**src/design/mpg_pkg.sv**
```systemverilog
package mpg_pkg;

  localparam int unsigned KibW = 48;
  localparam int unsigned ByteW = 58;
  localparam int unsigned KibShift = 10;
  localparam int unsigned InDataW = 440;
  localparam int unsigned OutDataW = 64;

  localparam logic [1:0] MODE_ACTIVE = 2'd0;
  localparam logic [1:0] MODE_PRESSURE = 2'd1;
  localparam logic [1:0] MODE_PAUSED = 2'd2;
  localparam logic [1:0] MODE_RECOVERY = 2'd3;

  typedef enum logic [3:0] {
    ST_ACTIVE = 4'b0001,
    ST_PRESSURE = 4'b0010,
    ST_PAUSED = 4'b0100,
    ST_RECOVERY = 4'b1000
  } state_e;

  typedef struct packed {
    logic manual_pause;
    logic has_reported_available;
    logic [KibW-1:0] reported_available_kib;
    logic [KibW-1:0] mem_total_kib;
    logic [KibW-1:0] mem_free_kib;
    logic [KibW-1:0] buffers_kib;
    logic [KibW-1:0] cached_kib;
    logic [KibW-1:0] reclaimable_kib;
    logic [KibW-1:0] shared_kib;
    logic [KibW-1:0] swap_total_kib;
    logic [KibW-1:0] swap_free_kib;
  } poll_t;

  typedef struct packed {
    logic [ByteW-1:0] avail_bytes;
    logic swap_low;
  } derived_t;

  typedef struct packed {
    logic [1:0] mode;
    logic accepting;
    logic critical;
  } decision_t;

  function automatic logic [1:0] state_code(state_e st);
    logic [1:0] code;
    case (st)
      ST_ACTIVE: code = MODE_ACTIVE;
      ST_PRESSURE: code = MODE_PRESSURE;
      ST_PAUSED: code = MODE_PAUSED;
      ST_RECOVERY: code = MODE_RECOVERY;
      default: code = MODE_ACTIVE;
    endcase
    return code;
  endfunction

endpackage

```
**src/design/memory_pressure_governor_core.sv**
```systemverilog
// memory pressure governor
// input stream: one poll transaction per accepted beat on s_axis. tdata carries the
// manual pause flag and nine 48-bit KiB counters, tuser flags a valid reported
// available figure. output stream: one result transaction per poll on m_axis with
// the new mode, the accepting flag, available memory in bytes and the critical flag.
// reserve_bytes is written through cfg_we_i / cfg_wdata_i; the user must write it
// only while no poll is in flight, as the block does not enforce this. a poll is
// taken into the input register, evaluated combinationally and its result registered
// in the result register. throughput: one poll per cycle while results are taken; the
// mode update between the two registers is the only loop, through the mode register.
// receiver stall: the result register holds; the input register still takes one more
// poll, then s_axis_tready drops until the result is taken.
// reset: mode active, recovery count zero, reserve zero, both stages empty.
module memory_pressure_governor_core (
  input  logic                           clk_i,
  input  logic                           rst_ni,
  input  logic                           cfg_we_i,
  input  logic [mpg_pkg::ByteW-1:0]      cfg_wdata_i,
  input  logic                           s_axis_tvalid,
  output logic                           s_axis_tready,
  // manual_pause, reported_available_kib, mem_total_kib, mem_free_kib, buffers_kib,
  // cached_kib, reclaimable_kib, shared_kib, swap_total_kib, swap_free_kib, zero fill
  input  logic [mpg_pkg::InDataW-1:0]    s_axis_tdata,
  // has_reported_available
  input  logic [0:0]                     s_axis_tuser,
  output logic                           m_axis_tvalid,
  input  logic                           m_axis_tready,
  // mode, accepting, available_bytes, critical, zero fill
  output logic [mpg_pkg::OutDataW-1:0]   m_axis_tdata
);

  logic [mpg_pkg::ByteW-1:0] reserve_q;
  logic in_valid_q;
  mpg_pkg::poll_t poll_q, poll_d;
  logic out_valid_q;
  logic [mpg_pkg::OutDataW-1:0] out_data_q, out_data_d;
  logic out_adv;
  logic in_take;
  logic update;
  mpg_pkg::derived_t derived;
  mpg_pkg::decision_t decision;

  assign out_adv = !out_valid_q || m_axis_tready;
  assign s_axis_tready = !in_valid_q || out_adv;
  assign in_take = s_axis_tvalid && s_axis_tready;
  assign update = in_valid_q && out_adv;

  always_comb begin
    poll_d.manual_pause = s_axis_tdata[0];
    poll_d.has_reported_available = s_axis_tuser[0];
    poll_d.reported_available_kib = s_axis_tdata[1 +: mpg_pkg::KibW];
    poll_d.mem_total_kib = s_axis_tdata[1 + mpg_pkg::KibW +: mpg_pkg::KibW];
    poll_d.mem_free_kib = s_axis_tdata[1 + 2*mpg_pkg::KibW +: mpg_pkg::KibW];
    poll_d.buffers_kib = s_axis_tdata[1 + 3*mpg_pkg::KibW +: mpg_pkg::KibW];
    poll_d.cached_kib = s_axis_tdata[1 + 4*mpg_pkg::KibW +: mpg_pkg::KibW];
    poll_d.reclaimable_kib = s_axis_tdata[1 + 5*mpg_pkg::KibW +: mpg_pkg::KibW];
    poll_d.shared_kib = s_axis_tdata[1 + 6*mpg_pkg::KibW +: mpg_pkg::KibW];
    poll_d.swap_total_kib = s_axis_tdata[1 + 7*mpg_pkg::KibW +: mpg_pkg::KibW];
    poll_d.swap_free_kib = s_axis_tdata[1 + 8*mpg_pkg::KibW +: mpg_pkg::KibW];
  end

  always_ff @(posedge clk_i or negedge rst_ni) begin
    if (!rst_ni) begin
      reserve_q <= '0;
    end else if (cfg_we_i) begin
      reserve_q <= cfg_wdata_i;
    end
  end

  always_ff @(posedge clk_i or negedge rst_ni) begin
    if (!rst_ni) begin
      in_valid_q <= 1'b0;
      out_valid_q <= 1'b0;
    end else begin
      if (s_axis_tready) begin
        in_valid_q <= s_axis_tvalid;
      end
      if (out_adv) begin
        out_valid_q <= in_valid_q;
      end
    end
  end

  always_ff @(posedge clk_i) begin
    if (in_take) begin
      poll_q <= poll_d;
    end
    if (update) begin
      out_data_q <= out_data_d;
    end
  end

  mpg_avail u_avail (
    .poll_i    (poll_q),
    .derived_o (derived)
  );

  mpg_mode u_mode (
    .clk_i           (clk_i),
    .rst_ni          (rst_ni),
    .update_i        (update),
    .manual_pause_i  (poll_q.manual_pause),
    .reserve_bytes_i (reserve_q),
    .derived_i       (derived),
    .decision_o      (decision)
  );

  assign out_data_d = {2'b00, decision.critical, derived.avail_bytes,
                       decision.accepting, decision.mode};

  assign m_axis_tvalid = out_valid_q;
  assign m_axis_tdata = out_data_q;

endmodule

```
**src/design/mpg_avail.sv**
```systemverilog
module mpg_avail (
  input  mpg_pkg::poll_t    poll_i,
  output mpg_pkg::derived_t derived_o
);

  logic [mpg_pkg::KibW:0] cache_sum;
  logic [mpg_pkg::KibW:0] cache_net;
  logic [mpg_pkg::KibW+1:0] fall_sum;
  logic [mpg_pkg::KibW-1:0] fall_kib;
  logic [mpg_pkg::KibW-1:0] avail_kib;
  logic total_ok;
  logic [mpg_pkg::KibW+13:0] swf_scaled;
  logic [mpg_pkg::KibW+13:0] swt_scaled;

  assign total_ok = poll_i.mem_total_kib != '0;

  // free + buffers + max(cached + reclaimable - shared, 0)
  assign cache_sum = {1'b0, poll_i.cached_kib} + {1'b0, poll_i.reclaimable_kib};
  assign cache_net = (cache_sum > {1'b0, poll_i.shared_kib}) ?
                     cache_sum - {1'b0, poll_i.shared_kib} : '0;
  assign fall_sum = {2'b00, poll_i.mem_free_kib} + {2'b00, poll_i.buffers_kib}
                  + {1'b0, cache_net};
  assign fall_kib = (fall_sum > {2'b00, poll_i.mem_total_kib}) ?
                    poll_i.mem_total_kib : fall_sum[mpg_pkg::KibW-1:0];

  always_comb begin
    if (!total_ok) begin
      avail_kib = '0;
    end else if (poll_i.has_reported_available) begin
      avail_kib = poll_i.reported_available_kib;
    end else begin
      avail_kib = fall_kib;
    end
  end

  assign derived_o.avail_bytes = {avail_kib, {mpg_pkg::KibShift{1'b0}}};

  // free*1024 < floor(total*1024/20)  <=>  5120*free + 5 <= 256*total
  assign swf_scaled = {2'b00, poll_i.swap_free_kib, 12'd0}
                    + {4'b0000, poll_i.swap_free_kib, 10'd0} + 62'd5;
  assign swt_scaled = {6'd0, poll_i.swap_total_kib, 8'd0};

  assign derived_o.swap_low = total_ok && (poll_i.swap_total_kib != '0)
                            && (swf_scaled <= swt_scaled);

endmodule

```
**src/design/mpg_mode.sv**
```systemverilog
module mpg_mode (
  input  logic                        clk_i,
  input  logic                        rst_ni,
  input  logic                        update_i,
  input  logic                        manual_pause_i,
  input  logic [mpg_pkg::ByteW-1:0]   reserve_bytes_i,
  input  mpg_pkg::derived_t           derived_i,
  output mpg_pkg::decision_t          decision_o
);

  mpg_pkg::state_e state_q, state_d;
  logic [1:0] count_q, count_d;
  logic avail_nz;
  logic below_half;
  logic below_res;
  logic crit;
  logic [1:0] count_inc;

  assign avail_nz = derived_i.avail_bytes != '0;
  assign below_half = derived_i.avail_bytes < (reserve_bytes_i >> 1);
  assign below_res = derived_i.avail_bytes < reserve_bytes_i;
  assign crit = !manual_pause_i && ((avail_nz && below_half)
                                    || (derived_i.swap_low && below_res));
  assign count_inc = (count_q == 2'd3) ? 2'd3 : count_q + 2'd1;

  always_comb begin
    state_d = state_q;
    count_d = count_q;
    if (manual_pause_i || crit) begin
      state_d = mpg_pkg::ST_PAUSED;
      count_d = 2'd0;
    end else if (avail_nz && below_res) begin
      state_d = mpg_pkg::ST_PRESSURE;
      count_d = 2'd0;
    end else if (state_q != mpg_pkg::ST_ACTIVE) begin
      count_d = count_inc;
      state_d = (count_inc == 2'd3) ? mpg_pkg::ST_ACTIVE : mpg_pkg::ST_RECOVERY;
    end else begin
      state_d = mpg_pkg::ST_ACTIVE;
    end
  end

  always_ff @(posedge clk_i or negedge rst_ni) begin
    if (!rst_ni) begin
      state_q <= mpg_pkg::ST_ACTIVE;
      count_q <= 2'd0;
    end else if (update_i) begin
      state_q <= state_d;
      count_q <= count_d;
    end
  end

  assign decision_o.mode = mpg_pkg::state_code(state_d);
  assign decision_o.accepting = state_d == mpg_pkg::ST_ACTIVE;
  assign decision_o.critical = crit;

endmodule

```
**config.mk**
```make
export PLATFORM = sky130hd
export DESIGN_NAME = memory_pressure_governor_core
export DESIGN_NICKNAME = d
export VERILOG_FILES = /design/src/design/mpg_pkg.sv /design/src/design/memory_pressure_governor_core.sv /design/src/design/mpg_avail.sv /design/src/design/mpg_mode.sv
export SDC_FILE = /design/constraint.sdc
export NUM_CORES = 1
export LEC_CHECK = 0
export BUFFER_PORTS_ARGS = -buffer_cell sky130_fd_sc_hd__buf_4
export CORE_AREA = 2 2 309 463
export DETAILED_ROUTE_END_ITERATION = 10
export DIE_AREA = 0 0 311 465
export PLACE_DENSITY = 0.42
export SLEW_MARGIN = 20
export SYNTH_ARGS = -nofsm -noshare
export SYNTH_HDL_FRONTEND = slang
export SYNTH_SLANG_ARGS = --single-unit
export TNS_END_PERCENT = 20
```
**constraint.sdc**
```tcl
create_clock -name clk_i -period 16.2 [get_ports clk_i]
set_input_delay 2.43 -clock clk_i [delete_from_list [all_inputs] [get_ports clk_i]]
set_output_delay 2.43 -clock clk_i [all_outputs]
set_load 0.01 [all_outputs]
```
-- Word-level counts from Yosys, hierarchy flattened
Index checks and enable logic that the tools add are counted.
Widths: inputs -> output; s select.
- register bits: 552
- output and inout port bits: 66
- order comparisons: 5
- reduce and logical (&&, ||, !) cells: 20
- eq/ne operators: 7
- muxes and demuxes: 13
- $add $sub $neg: 7
- operators with widths (cell ; count):
    $mux 48 ; 3
    $add 48x48->49 ; 2
    $reduce_bool 48->1 ; 2
    $add 62x3->62 const B ; 1
    $le 62x56->1 ; 1
    $add 60x58->61 ; 1
    $lt 58x57->1 ; 1
    $lt 58x58->1 ; 1
    $reduce_bool 58->1 ; 1
    $add 50x49->50 ; 1
    $gt 50x48->1 ; 1
    $gt 49x48->1 ; 1
    $mux 49 ; 1
    $sub 49x48->49 ; 1
    $mux 4 ; 4
    $logic_and 1x1->1 ; 8
    $mux 2 ; 4
    $pmux 2 s3 ; 1
    $eq 2x2->1 const B ; 2
    $eq 4x1->1 const B ; 1
    $eq 4x2->1 const B ; 1
    $eq 4x3->1 const B ; 1
    $eq 4x4->1 const B ; 1
    $logic_or 1x1->1 ; 4
    other kinds (5) ; 7

-- Longest topological paths before layout
Gate-level depths: netlist of the first run.
- depth in word-level cells: 16
- depth in mapped cells: 82
- mapped depth without buffers: 78

-- By module
From an unflattened synthesis of the first run, not the netlist that was laid out.
- cell total of the unflattened synthesis: 3124
- area total of the unflattened synthesis: 35388.9 sq um
- by module, submodules not included (module ; instances ; sequential area each (sq um) ; cells each ; area each (sq um)):
    memory_pressure_governor_core ; 1 ; 16395.7 ; 629 ; 17230.3
    mpg_avail ; 1 ; 0.0 ; 2087 ; 15044.4
    mpg_mode ; 1 ; 151.4 ; 408 ; 3114.2

-- Least setup slack after synthesis of the first run
OpenSTA, ideal clock, no wires.
- kind: register to register
- start point: register poll_q[145] in the netlist's numbering
- end point: register out_data_q (netlist bit m_axis_tdata[2]) (data pin)
- required time: 15.945 ns
- setup time: 0.255 ns
- period minus slack after synthesis: 15.268 ns
- setup slack: 0.932 ns
- arrival: 15.014 ns
- cell stages (with the launch flop): 75
- cell sequence: edfxtp_1 -> ha_1 -> a21o_1 -> a21oi_1 -> o21bai_1 -> a21oi_1 -> o21ai_0 -> a21oi_1 -> nor2_1 -> o21a_1 -> a21o_1 -> a311o_1 -> o21a_1 -> o311ai_0 -> a41oi_1 -> o21ai_0 -> o211a_1 -> o21bai_1 -> [39 not listed] -> nor2b_1 -> a41o_1 -> a21o_1 -> a21o_1 -> a21o_1 -> a21o_1 -> a21o_1 -> a21oi_1 -> o211ai_1 -> a221oi_1 -> o21ai_0 -> a21oi_1 -> o21ai_0 -> a21o_1 -> a211oi_1 -> nor4b_2 -> o31ai_4 -> and2_1
- RTL lines (what ; line ; source):
    start: declaration ; memory_pressure_governor_core.sv:34 ; mpg_pkg::poll_t poll_q, poll_d;
    start signal: assignment ; memory_pressure_governor_core.sv:86 ; poll_q <= poll_d;
    end signal: assignment ; memory_pressure_governor_core.sv:89 ; out_data_q <= out_data_d;
    end: declaration ; memory_pressure_governor_core.sv:36 ; logic [mpg_pkg::OutDataW-1:0] out_data_q, out_data_d;

==> flow_summary.yaml, run 1 <==
setup_path:
  worst_path_max_delay_cell: "o311ai_0"
  worstSetupPathType: "reg2reg"
  cpPeakStageDelay_ps: 800
  cp-startpoint: "poll_q[193]$_DFFE_PP_"
  r2r_start: "poll_q[193]$_DFFE_PP_"
  start_kind: "flip-flop"
  cp-endpoint: "m_axis_tdata[2]$_DFFE_PP_"
  ff2ff_path_depth: 79
  path_max_fanout: 7
  cp.required_ps: 16620
  worst_r2r_endpoint: "m_axis_tdata[2]$_DFFE_PP_"
  cpMostUsedCell: "buf_4"
  r2r_slack_ps: 730
  endpoint_kind: "flip-flop"
  cp.arrival_ps: 15890
sta:
  fin_skew_ps: 31.0
  hold_viol_final: 0
  period_needed_ps: 15470
  max_slew_margin: 0.264
  slew_viol_final: 0
  grt_setup_unrepaired: "yes"
  tns_ps: 0
  post-route-period-util: 0.955
  worstMarginPinSlew_ps: 1100
  setup_viol: 0
  max_freq_ghz: 0.0647
global_route:
  antenna_found_initial: 40
  grt_pass1_vias: 29327
  overflow: 0
  grt_usage: 0.169
  grt_pass1_wl_um: 183000
  grt_max_degree: 153
yosys:
  yosysMostFrequentCell: "edfxtp_1"
  syn_area_um2: 34900
  synth_top_cells_by_count: "edfxtp_1, ha_1, inv_1"
  synth_edf_count: 486
  syn_inst: 3255
  yosys.area.top_type: "edfxtp_1"
  synth.avg_cell_area_um2: 10.7
  ys_seq_area_frac: 0.465
  synth_flop_cell: "edfxtp_1"
  ys_ff_latch: 552
  synth_cell_types: 90
  netlist.area_leader.share: 0.418
  yosys_warnings: 0
  synth.area.top_cells: "edfxtp_1, ha_1, dfrtp_1"
  async_flop_share: 0.120
detailed_routing:
  ant_nets: 0
  drt_iter0_drc: 1304
  dr.pass1.iters: 5
  drt_wl_total_um: 125000
  drc: 0
  vias_per_cell: 4.54
  vias: 28419
  avgRoutedWirePerCell_um: 19.9
placement:
  io_buffers: 550
  dpl.hpwl_um: 102000
  placed_area_um2: 44700
  routabilityCongestion: 0.911
cts:
  clkSlewWorstSetupHoldPaths_ps: 60
  htreeDepth: 3
  root_buffer: "clkbuf_16"
  cts_buffers: 67
  cts_hold_buffers: 0
  cts.sinks: 552
  cts_buffer_depth: 3
  insertion_delay_ps: 680
  cts_tree: "done"
power:
  p_total_mw: 8.09
  p_per_area_nw_per_um2: 168
  peakVddDrop_uv: 87.4
  p_leak_nw: 21.5
floorplanning:
  die_h_um: 465
  rows: 169
  num_io_pins: 570
  initial_utilization: 0.248
  core_area_um2: 141000
  die_width_um: 311
  dieArea_um2: 145000
layout:
  drive_gt1_frac: 0.305
  utilization: 0.342
  final_area_um2: 48100
  fin_nets: 5262
  syn2layout_area_growth_pct: 37.7
min_path:
  worstHoldPathType: "reg2reg"
flow_run:
  maxCapViolCount: 0
outcome:
  status: "complete, no violations"
final cells by class:
| cell class | instances | area (um2) |
|---|---|---|
| clock inverters | 39 | 387 |
| diodes | 6 | 15.0 |
| fillers | 14505 | 92700 |
| inverters | 278 | 1040 |
| flip-flops and latches | 552 | 16200 |
| multi-input cells | 2371 | 18200 |
| clock buffers | 81 | 1790 |
| well taps | 1881 | 2350 |
| repair buffers | 1055 | 8060 |
flip-flops by register name, indices dropped and copies added (netlist names):
| name | cells |
|---|---|
| poll_q | 434 |
| reserve_q | 58 |
| u_mode.count_q | 2 |
| in_valid_q | 1 |
| m_axis_tdata | 52 |
| u_mode.state_q | 4 |
| m_axis_tvalid | 1 |
worst max-delay path: cells and delay by family, from the launching register on:
family          cells  cell delay (ps)
compound gates     43             7800
xor+xnor            2              260
fa+ha+maj           5             1640
buf+inv            12             1900
flops               1              380
simple gates       17             3200
per-layer routing:
metal  vias up  global-route usage  wire length (um)
li1      14253                   -                 -
met1     13176               0.222             56500
met2       747               0.268             55400
met3       191              0.0449              8430
met4        52              0.0616              4300
met5         -                   0               309
cells by family after synthesis:
logic type | Yosys count | share of synthesized area
AO/OA/AOI/OAI | 898 | 0.166
XOR/XNOR | 194 | 0.0486
adder cells (fa/ha/maj) | 433 | 0.156
buffers and inverters | 343 | 0.0388
flip-flops | 552 | 0.465
multiplexers | 24 | 0.00734
other | 1 | 0.000107
AND/OR/NAND/NOR | 810 | 0.117
power breakdown:
group	internal [mW]	leakage (nW)	switching (mW)
Sequential	1.73	5.46	0.0599
Combinational	2.32	15.0	2.46
Clock	0.875	1.04	0.645
worst min path at each step:
stage | depth (start not counted) | slack (ps) | start | endpoint
after global routing | 1 | 530 | reserve_q[5]$_DFFE_PN0P_ | reserve_q[5]$_DFFE_PN0P_
final | 1 | 490 | in_valid_q$_DFFE_PN0N_ | m_axis_tvalid$_DFFE_PN0P_
after floorplan | 2 | 450 | u_mode.state_q[2]$_DFFE_PN0P_ | u_mode.state_q[2]$_DFFE_PN0P_
after detailed placement | 2 | 480 | u_mode.state_q[2]$_DFFE_PN0P_ | u_mode.state_q[2]$_DFFE_PN0P_
after global placement | 2 | 470 | u_mode.state_q[2]$_DFFE_PN0P_ | u_mode.state_q[2]$_DFFE_PN0P_
after CTS | 2 | 490 | u_mode.state_q[2]$_DFFE_PN0P_ | u_mode.state_q[2]$_DFFE_PN0P_
placed cells by master, fill, tap and decap left out, types with 9 or more instances in the layout:
| cell type | n |
|---|---|
| a211oi_1 | 20 |
| a21o_1 | 157 |
| a21oi_1 | 221 |
| a21oi_2 | 27 |
| a31oi_1 | 12 |
| and2_1 | 14 |
| and3_1 | 26 |
| buf_4 | 1039 |
| clkbuf_1 | 10 |
| clkbuf_16 | 71 |
| clkinv_2 | 9 |
| clkinvlp_4 | 10 |
| conb_1 | 12 |
| dfrtp_1 | 65 |
| edfxtp_1 | 486 |
| ha_1 | 421 |
| inv_1 | 275 |
| mux2_2 | 10 |
| nand2_1 | 190 |
| nand2b_1 | 61 |
| nand3_1 | 82 |
| nand3b_1 | 12 |
| nand4_1 | 60 |
| nor2_1 | 171 |
| nor2b_1 | 52 |
| nor3_1 | 42 |
| nor4_1 | 30 |
| o2111ai_1 | 13 |
| o211ai_1 | 25 |
| o21a_1 | 35 |
| o21ai_0 | 167 |
| o21ai_1 | 14 |
| o21ai_2 | 12 |
| o21bai_1 | 52 |
| o311ai_0 | 12 |
| o31ai_1 | 9 |
| xnor2_1 | 130 |
| xor2_1 | 54 |
per-stage QoR:
step	std cells	setup WS, ps	hold slack (ps)
floorplan	3266	932	451
global placement	6099	-1000	471
detailed placement	6099	-1140	480
CTS	6236	3.69	493
global route	6260	-97.5	532
finish	6263	734	491
what timing repair did:
action	in CTS	in global routing
setup buffers	17	21
pin swaps	15	120
gates cloned	0	2
hold endpoints to repair	0	0
gates resized for setup	52	142
endpoints found under the setup margin	10	10
No activity file was read; power rests on OpenSTA's default activity.
==> inputs of run 2 (changes only) <==
--- a/config.mk
+++ b/config.mk
@@ -6,9 +6,9 @@
 export NUM_CORES = 1
 export LEC_CHECK = 0
 export BUFFER_PORTS_ARGS = -buffer_cell sky130_fd_sc_hd__buf_4
-export CORE_AREA = 2 2 309 463
+export CORE_AREA = 2 2 421 340
 export DETAILED_ROUTE_END_ITERATION = 10
-export DIE_AREA = 0 0 311 465
+export DIE_AREA = 0 0 423 342
 export PLACE_DENSITY = 0.42
 export SLEW_MARGIN = 20
 export SYNTH_ARGS = -nofsm -noshare
==> flow_summary.yaml, run 2 (synthesis results as in run 1) <==
global_route:
  grt_pass1_wl_um: 186000
  overflow: 0
  grt_max_degree: 83
  grt_pass1_vias: 28119
  antenna_found_initial: 27
  grt_usage: 0.175
detailed_routing:
  wl_met1_um: 61100
  vias_per_cell: 4.55
  wl_met2_um: 59500
  drt_wl_total_um: 129000
  drt_iter0_drc: 1789
  vias: 28291
  avgRoutedWirePerCell_um: 20.8
  wl_met3_um: 5410
  dr.pass1.iters: 5
  drc: 0
  top_layer_used: "met5"
  ant_nets: 0
min_path:
  worstHoldPathType: "reg2reg"
setup_path:
  endpoint_kind: "flip-flop"
  start_kind: "flip-flop"
  cpPeakStageDelay_ps: 410
  crit_family: "compound AO/OA/AOI/OAI gates"
  path_max_fanout: 7
  worst_path_max_delay_cell: "or4_1"
  worstSetupPathType: "reg2reg"
  cp.arrival_ps: 15840
  cp.required_ps: 16640
  path_buf_inv: 12
cts:
  cts_buffer_depth: 3
  cts_buffers: 71
  htreeDepth: 3
  insertion_delay_ps: 680
  cts.sinks: 552
  cts_tree: "done"
  clkSlewWorstSetupHoldPaths_ps: 60
  root_buffer: "clkbuf_16"
layout:
  final_cell_mix: "buf_4, edfxtp_1, ha_1"
  syn2layout_area_growth_pct: 36.7
  fin_nets: 5202
  regMostFlops: "poll_q"
  drive_gt1_frac: 0.289
  final_common_cell: "buf_4"
  largest_reg_flops: 434
  fin_cells: 6219
  final_area_um2: 47700
  utilization: 0.338
sta:
  fin_skew_ps: 29.6
  max_freq_ghz: 0.0649
  setup_slack_ps: 796
  setup_viol: 0
  hold_viol_final: 0
  slew_viol_final: 0
  worstMarginPinSlew_ps: 1320
  tns_ps: 0
  max_slew_margin: 0.116
  period_needed_ps: 15400
  post-route-period-util: 0.951
  hold_slack_ps: 478
outcome:
  status: "complete, no violations"
power:
  p_total_mw: 8.13
  p_per_area_nw_per_um2: 170
  peakVddDrop_uv: 106
  p_leak_nw: 21.3
floorplanning:
  die_h_um: 342
  rows: 124
  core_area_um2: 141000
  dieArea_um2: 145000
  die_width_um: 423
  initial_utilization: 0.247
  num_io_pins: 570
placement:
  placed_area_um2: 44400
  dp.cells: 6061
  dpl.hpwl_um: 105000
  place_ws_ps: -965
  io_buffers: 550
  routabilityCongestion: 0.861
flow_run:
  maxCapViolCount: 0
## run 2: changes by cell type in the layout (fill, tap and decap cells not counted), moves of 4 or more
cell,change
a31oi_2,-4
bufinv_16,+6
ha_1,+5
clkbuf_16,+6
a211oi_2,-4
ha_4,-6
buf_4,-58
clkinvlp_4,-6
## run 2: power breakdown
group	switching, mW	internal (mW)	leakage (nW)	total (mW)
clock network	0.689	1.04	1.21	1.73
logic	2.43	2.18	14.6	4.61
registers	0.0610	1.73	5.46	1.79
total	3.18	4.95	21.3	8.13
## run 2: worst register-to-register path: cells and delay by family, from the launching register on
family,cells,cell delay [ps]
xor+xnor,2,310
buf+inv,12,1810
simple gates,18,3190
fa+ha+maj,5,1580
compound gates,45,7850
flops,1,390
## run 2: cell type report
cell class / count / area [um2]
fillers: 14493 / 93400
multi-input cells: 2371 / 18100
flip-flops and latches: 552 / 16200
repair buffers: 991 / 7540
well taps: 1890 / 2360
clock buffers: 88 / 1970
inverters: 278 / 1040
clock inverters: 42 / 520
diodes: 7 / 17.5
## run 2: final timing paths
path / startpoint / endpoint / slack, ps / cells after the start
min in group asynchronous: rst_ni / reserve_q[51]$_DFFE_PN0P_ / 1850 / 1
worst min register to register: u_mode.state_q[2]$_DFFE_PN0P_ / u_mode.state_q[2]$_DFFE_PN0P_ / 480 / 2
max in group asynchronous: rst_ni / reserve_q[55]$_DFFE_PN0P_ / 13630 / 1
worst max-delay path: poll_q[145]$_DFFE_PP_ / m_axis_tdata[2]$_DFFE_PP_ / 800 / 82
worst min-delay path: u_mode.state_q[2]$_DFFE_PN0P_ / u_mode.state_q[2]$_DFFE_PN0P_ / 480 / 2
worst max register to register: poll_q[145]$_DFFE_PP_ / m_axis_tdata[2]$_DFFE_PP_ / 800 / 82
## run 2: what timing repair did
| item | in CTS | in global routing |
|---|---|---|
| setup endpoints to repair | 10 | 10 |
| gates cloned | 1 | 1 |
| pin swaps | 21 | 78 |
| setup buffers | 5 | 14 |
| resized for setup | 44 | 113 |
| endpoints found under the hold margin | 0 | 0 |
| hold buffers | 0 | 0 |
## run 2: routing by layer
layer,track usage,vias up
met5,0,-
met4,0.0478,6
met3,0.0281,174
met2,0.284,630
met1,0.241,13308
li1,-,14173
